File: src/rtl/core/bmp_pkg.sv
// types and constants of the mosaic pixelate block
package bmp_pkg;

  localparam int MAX_REGION_WIDTH  = 256;
  localparam int MAX_REGION_HEIGHT = 256;
  localparam int COORD_W = 8;
  localparam int REG_W   = 9;
  localparam int X_W     = $clog2(MAX_REGION_WIDTH);
  localparam int Y_W     = $clog2(MAX_REGION_HEIGHT);
  localparam int ADDR_W  = X_W + Y_W;
  localparam int PIX_W   = 24;
  localparam int DIV_STEPS = COORD_W;
  localparam int STEP_W  = $clog2(DIV_STEPS);

  localparam logic [REG_W-1:0] MIN_BLOCK   = REG_W'(2);
  localparam logic [REG_W-1:0] BLOCK_RESET = REG_W'(18);
  localparam logic [REG_W-1:0] WIDTH_RESET = REG_W'(MAX_REGION_WIDTH);
  localparam logic [REG_W-1:0] HEIGHT_RESET = REG_W'(MAX_REGION_HEIGHT);

  // configuration register indexes
  localparam logic [1:0] REG_REGION_WIDTH  = 2'd0;
  localparam logic [1:0] REG_REGION_HEIGHT = 2'd1;
  localparam logic [1:0] REG_BLOCK_WIDTH   = 2'd2;
  localparam logic [1:0] REG_BLOCK_HEIGHT  = 2'd3;

  typedef enum logic {
    OP_WRITE = 1'b0,
    OP_READ  = 1'b1
  } op_t;

  typedef enum logic [1:0] {
    ST_IDLE,
    ST_DIV,
    ST_ADDR,
    ST_READ
  } state_t;

  // two quotients and remainders sharing one divisor
  typedef struct packed {
    logic               busy;
    logic [COORD_W-1:0] q_a;
    logic [COORD_W-1:0] r_a;
    logic [COORD_W-1:0] q_b;
    logic [COORD_W-1:0] r_b;
  } div_out_t;

endpackage

File: src/rtl/core/bmp_div.sv
// two-lane restoring divider, one quotient bit per cycle
module bmp_div
  import bmp_pkg::*;
(
  input  logic               clk,
  input  logic               rst,
  input  logic               start,
  input  logic [COORD_W-1:0] dvd_a,
  input  logic [COORD_W-1:0] dvd_b,
  input  logic [REG_W-1:0]   divisor,
  output div_out_t           res
);

  logic              busy;
  logic [STEP_W-1:0] cnt;
  logic [REG_W-1:0]  dv;
  logic [COORD_W-1:0] qa, ra, qb, rb;
  logic [COORD_W-1:0] qa_next, ra_next, qb_next, rb_next;

  // partial remainder stays below the dividend range, so 8 bits hold it
  function automatic logic [2*COORD_W-1:0] div_step(
    input logic [COORD_W-1:0] rem,
    input logic [COORD_W-1:0] q,
    input logic [REG_W-1:0]   d
  );
    logic [REG_W-1:0]   trial;
    logic [COORD_W-1:0] rem_n;
    logic               bit_n;
    trial = {rem, q[COORD_W-1]};
    if (trial >= d) begin
      rem_n = COORD_W'(trial - d);
      bit_n = 1'b1;
    end else begin
      rem_n = trial[COORD_W-1:0];
      bit_n = 1'b0;
    end
    return {rem_n, q[COORD_W-2:0], bit_n};
  endfunction

  always_comb begin
    {ra_next, qa_next} = div_step(ra, qa, dv);
    {rb_next, qb_next} = div_step(rb, qb, dv);
  end

  always_ff @(posedge clk) begin
    if (rst) begin
      busy <= 1'b0;
      cnt  <= '0;
    end else if (start) begin
      busy <= 1'b1;
      cnt  <= '0;
    end else if (busy) begin
      cnt <= cnt + STEP_W'(1);
      if (cnt == STEP_W'(DIV_STEPS - 1)) begin
        busy <= 1'b0;
      end
    end
  end

  always_ff @(posedge clk) begin
    if (start) begin
      qa <= dvd_a;
      qb <= dvd_b;
      ra <= '0;
      rb <= '0;
      dv <= divisor;
    end else if (busy) begin
      qa <= qa_next;
      qb <= qb_next;
      ra <= ra_next;
      rb <= rb_next;
    end
  end

  assign res = '{busy: busy, q_a: qa, r_a: ra, q_b: qb, r_b: rb};

endmodule

File: config.mk
export PLATFORM = sky130hd
export DESIGN_NAME = bmp_div
export DESIGN_NICKNAME = d
export VERILOG_FILES = /design/src/rtl/core/bmp_pkg.sv /design/src/rtl/core/bmp_div.sv
export SDC_FILE = /design/constraint.sdc
export NUM_CORES = 1
export LEC_CHECK = 0
export BUFFER_PORTS_ARGS = -buffer_cell sky130_fd_sc_hd__buf_2
export CAP_MARGIN = 15
export CORE_MARGIN = 8
export CORE_UTILIZATION = 40
export CTS_CLUSTER_SIZE = 30
export DETAILED_ROUTE_END_ITERATION = 6
export PLACE_DENSITY = 0.67
export SLEW_MARGIN = 20
export SYNTH_ARGS = -nofsm -noshare
export SYNTH_HDL_FRONTEND = slang
export SYNTH_SLANG_ARGS = --single-unit
File: constraint.sdc
create_clock -name clk -period 5.46 [get_ports clk]
set_input_delay 0.546 -clock clk [delete_from_list [all_inputs] [get_ports clk]]
set_output_delay 0.546 -clock clk [all_outputs]
set_load 0.02 [all_outputs]
== After elaboration in Yosys (flattened, before gate mapping) ==
Cells that the tools add are included.

* Register bits after elaboration: 45
* Input bits: 28
* Output and inout bits: 33
* Logic and storage cells: 26

* Add/sub/neg operators: 3
* Magnitude comparators: 2
* Equality and inequality tests: 1
* Multiplexer cells: 11
* Reductions and logical operators: 2

{| class="wikitable"
|+ Operators by type and width
! cell !! number
|-
| $mux 8 || 6
|-
| $ge 9x9->1 || 2
|-
| $sub 8x8->8 || 2
|-
| $mux 1 || 5
|-
| $add 3x1->3 const B || 1
|-
| $eq 3x3->1 const B || 1
|-
| $reduce_bool 2->1 || 1
|-
| $reduce_or 2->1 || 1
|}

== Depth between registers and ports, before layout ==
* Depth in word-level cells: 4
* Depth in mapped cells: 9
* Depth with buffers taken out: 9

== Least setup slack after synthesis ==
OpenSTA, ideal clock, no wires.

* Path type: register to register
* Start: reg ra[1]
* End: reg qa[0] (data pin)
* Setup time: 0.260 ns
* Arrival time: 1.805 ns
* Required time: 5.200 ns
* Path slack: 3.395 ns
* Cell stages (with the launch flop): 8
* Buffers on the path: 1
* Clock period less this slack: 2.065 ns
* Cell sequence: dfxtp_1 > ha_1 > a21oi_1 > a21oi_1 > nor3_2 > o21ai_2 > buf_6 > mux2_2

* Cells in the longest elaborated chain, start to end: 4

{| class="wikitable"
|+ RTL lines
! what !! RTL line !! RTL
|-
| start, declared || bmp_div.sv:17 || <nowiki>logic [COORD_W-1:0] qa, ra, qb, rb;</nowiki>
|-
| start signal, assigned || bmp_div.sv:70 || <nowiki>ra <= ra_next;</nowiki>
|-
| $ge 9x9->1 || bmp_div.sv:30 || <nowiki>if (trial >= d) begin</nowiki>
|-
| $mux 1 || bmp_div.sv:30 ||
|-
| $mux 8 || bmp_div.sv:67 || <nowiki>end else if (busy) begin</nowiki>
|-
| $mux 8 || bmp_div.sv:61 || <nowiki>if (start) begin</nowiki>
|-
| end signal, assigned || bmp_div.sv:62 || <nowiki>qa <= dvd_a;</nowiki>
|-
| end signal, assigned || bmp_div.sv:68 || <nowiki>qa <= qa_next;</nowiki>
|-
| end, declared || bmp_div.sv:17 ||
|}

Every way passes these cells. The select of a mux whose other input is x is not followed.
A chain may end at the register's enable or synchronous reset.

== Worst setup path in the final report ==
* Start: reg dv[1]
* End: reg rb[1]

* Cells in the longest elaborated chain, start to end: 2
* Elaborated cells between the ends (all ways): 3
* Those cells by class: 1 x add/sub; 1 x order compare; 1 x mux

{| class="wikitable"
|+ RTL lines
! what !! RTL line !! RTL
|-
| start, declared || bmp_div.sv:16 || <nowiki>logic [REG_W-1:0] dv;</nowiki>
|-
| start signal, assigned || bmp_div.sv:66 || <nowiki>dv <= divisor;</nowiki>
|-
| $sub 8x8->8 or $ge 9x9->1 (tied branches) || bmp_div.sv:31, bmp_div.sv:30 ||
|-
| $mux 8 (*) || bmp_div.sv:30 ||
|-
| end signal, assigned || bmp_div.sv:71 || <nowiki>rb <= rb_next;</nowiki>
|-
| end, declared || bmp_div.sv:17 ||
|}

Every way passes the cells marked *; elsewhere a longest branch is shown, timed or not.

==> flow_summary.ini <==
[sta]
rsz0062_at_grt = false
fmax_mhz = 410
setup-violations-final = 0
slew_violations = 0
hold_violations = 0
tightest_slew_ns = 0.718
skew_ns = 0.00965
final.period_utilization_pct = 44.6
setup_tns_ns = 0
slew-limit-headroom_pct = 52.1
period_minus_slack_ns = 2.44

[cts]
cts_tree = yes
clk_pin_slew_ns = 0.09
clock-sinks = 45
postCtsSetupBuffers = 0
cts_buffers = 5
clk_latency_ns = 0.31
htreeDepth = 2
cts_root_buffer = clkbuf_8
cts_resized = 0
hold_buffers = 0
cts_buffer_depth = 2

[global_route]
grt_start_max_net_pins = 34
grt_pass1_vias = 1908
grt_pass1_wl_um = 9330
overflow = 0
track_usage_pct = 13.2
antenna_found_initial = 0

[cells_and_area]
drive_above_1_share_pct = 31.4
antenna_cells = 0
syn_to_final_growth_pct = 17.4
final_nets = 336
fillCellCount = 580

[worst_setup_path]
r2r_setup_slack_ns = 3.02
crit_arrival_ns = 2.65
crit_path_start_kind = flop
critPathKind = flop to flop
worstSetupEndpointType = flop
crit_fanout = 13
worstPathRequired_ns = 5.67

[yosys]
synth_top_family_by_area = compound AO/OA/AOI/OAI gates
synth-xor-area-share_pct = 2.78
synth_edf_count = 25
syn-instance-count = 227
synth_compound_area_share_pct = 14.7
seq_area_frac_synth_pct = 45.7
synth.distinct_cells = 46
synth_area_um2 = 2520
yosysTopAreaCell = edfxtp_1
yosysTopAreaCellShare_pct = 29.8
async_flop_share_pct = 0
yosys-top-cells-area = edfxtp_1, dfxtp_1, ha_1
ys_warn_count = 0
synthMuxAreaShare_pct = 11.1
synth-simple-area-share_pct = 10.0
synth_flop_cell = edfxtp_1
synth-adder-area-share_pct = 11.5
syn_nets = 277
syn_avg_cell_area_um2 = 11.1
yosys_register_bits = 45

[routing]
wl_um = 5630
dr.pass1.iters = 4
first_iter_violations = 66
vias_per_cell = 5.22
avgRoutedWirePerCell_um = 15.5
drc_errors = 0
vias = 1901
drtAntennaViolNets = 0

[placed_design]
portBuffers = 60
gp_congestion = 0.816
hpwl_um = 4310

[worst_hold_path]
hold_path_class = input port to flop

[power_and_ir_drop]
p_leak_uw = 0.00128
finalPower_uw = 770
p_per_area_nw_per_um2 = 260
ir_drop_v = 0.000166

[flow_run]
maxCapViolCount = 0

[floorplan]
core_um2 = 6200
ios = 61
fp.dieH_um = 95.3
die_w_um = 95.3
rows = 29
die-area_um2 = 9090
start_util_pct = 40.6

[status]
status = finished clean
[critical path, stage by stage, from the launching register on]
cell,delay (ns)
edfxtp_1,0.46
inv_1,0.13
ha_1,0.25
nand2b_1,0.10
a21oi_1,0.08
or2_2,0.32
a41oi_2,0.59
nor3_1,0.14
a221o_1,0.28
[power by group]
part           leakage, uW  switching (uW)  internal [uW]  total (uW)
logic             0.000831            91.2           66.2         157
clock network    0.0000414             122           91.2         213
registers         0.000413            15.2            384         399
total              0.00128             229            541         770
[worst paths after layout]
path                                 start     to  cells past startpoint
worst min-delay path            divisor[1]  dv[1]                      1
worst max register to register       dv[1]  rb[1]                      8
worst min register to register       rb[3]  rb[3]                      2
worst max-delay path                 dv[1]  rb[1]                      8
[state kept, by name (all words and copies together), names as in the netlist]
signal,cells
qb,8
rb,8
ra,8
qa,8
cnt,3
dv,9
busy,1
[layer usage]
metal	track usage (%)	part of all wire, %	vias up
met5	0	0	-
met4	3.12	1.1	0
met3	5.83	8.5	8
met2	19.3	42	57
met1	17.4	48	882
li1	-	-	954
[layout by cell type (no fill, tap or decap), types with 11 or more instances in the layout]
master    synthesis  layout
ha_1             20      20
buf_2             0      60
mux2_2           15      15
nand2_1          11      11
mux2i_1          11      11
inv_1            15      15
o21ai_0          14      14
nor2_1           13      12
dfxtp_1          20      20
edfxtp_1         25      25
[synthesized netlist by cell type (3+ instances only)]
| cell | instances |
|---|---|
| nor2_1 | 13 |
| ha_1 | 20 |
| inv_1 | 15 |
| nand2_1 | 11 |
| dfxtp_1 | 20 |
| xor2_1 | 5 |
| o21bai_1 | 4 |
| a32oi_1 | 3 |
| clkbuf_1 | 4 |
| edfxtp_1 | 25 |
| mux2i_1 | 11 |
| xnor2_1 | 3 |
| o21ai_1 | 4 |
| nor3_1 | 7 |
| o21ai_0 | 14 |
| a21oi_1 | 10 |
| nand2b_1 | 5 |
| mux2_2 | 15 |
| nor2b_1 | 3 |
[kinds of logic after synthesis]
group / after synthesis
and+or+nand+nor: 49
DFF: 45
muxes: 26
buffers and inverters: 23
xor gates and xnor gates: 8
AOI/OAI and AO/OA: 54
adders and majority gates: 22
[through the flow]
stage / hold slack [ns] / area (um^2) / util, % / instances / setup slack, ns
global placement: 0.477 / 2870 / 46.2 / 356 / 2.60
global route: 0.395 / 2960 / 47.7 / 364 / 2.87
finish: 0.408 / 2960 / 47.7 / 364 / 3.02
CTS: 0.406 / 2950 / 47.6 / 364 / 2.90
detailed placement: 0.484 / 2870 / 46.2 / 356 / 2.57
floorplan: 0.497 / 2520 / - / 227 / 3.40
[cell type report]
type | instances | area, um^2 | area share, %
clock buffer | 6 | 72.6 | 2.45
clock inverter | 2 | 16.3 | 0.550
inverter | 15 | 56.3 | 1.90
multi-input combinational | 159 | 1260 | 42.7
sequential | 45 | 1150 | 38.9
tap | 77 | 96.3 | 3.26
timing repair buffer | 60 | 300 | 10.2
Power figures use the tool's default switching activity.
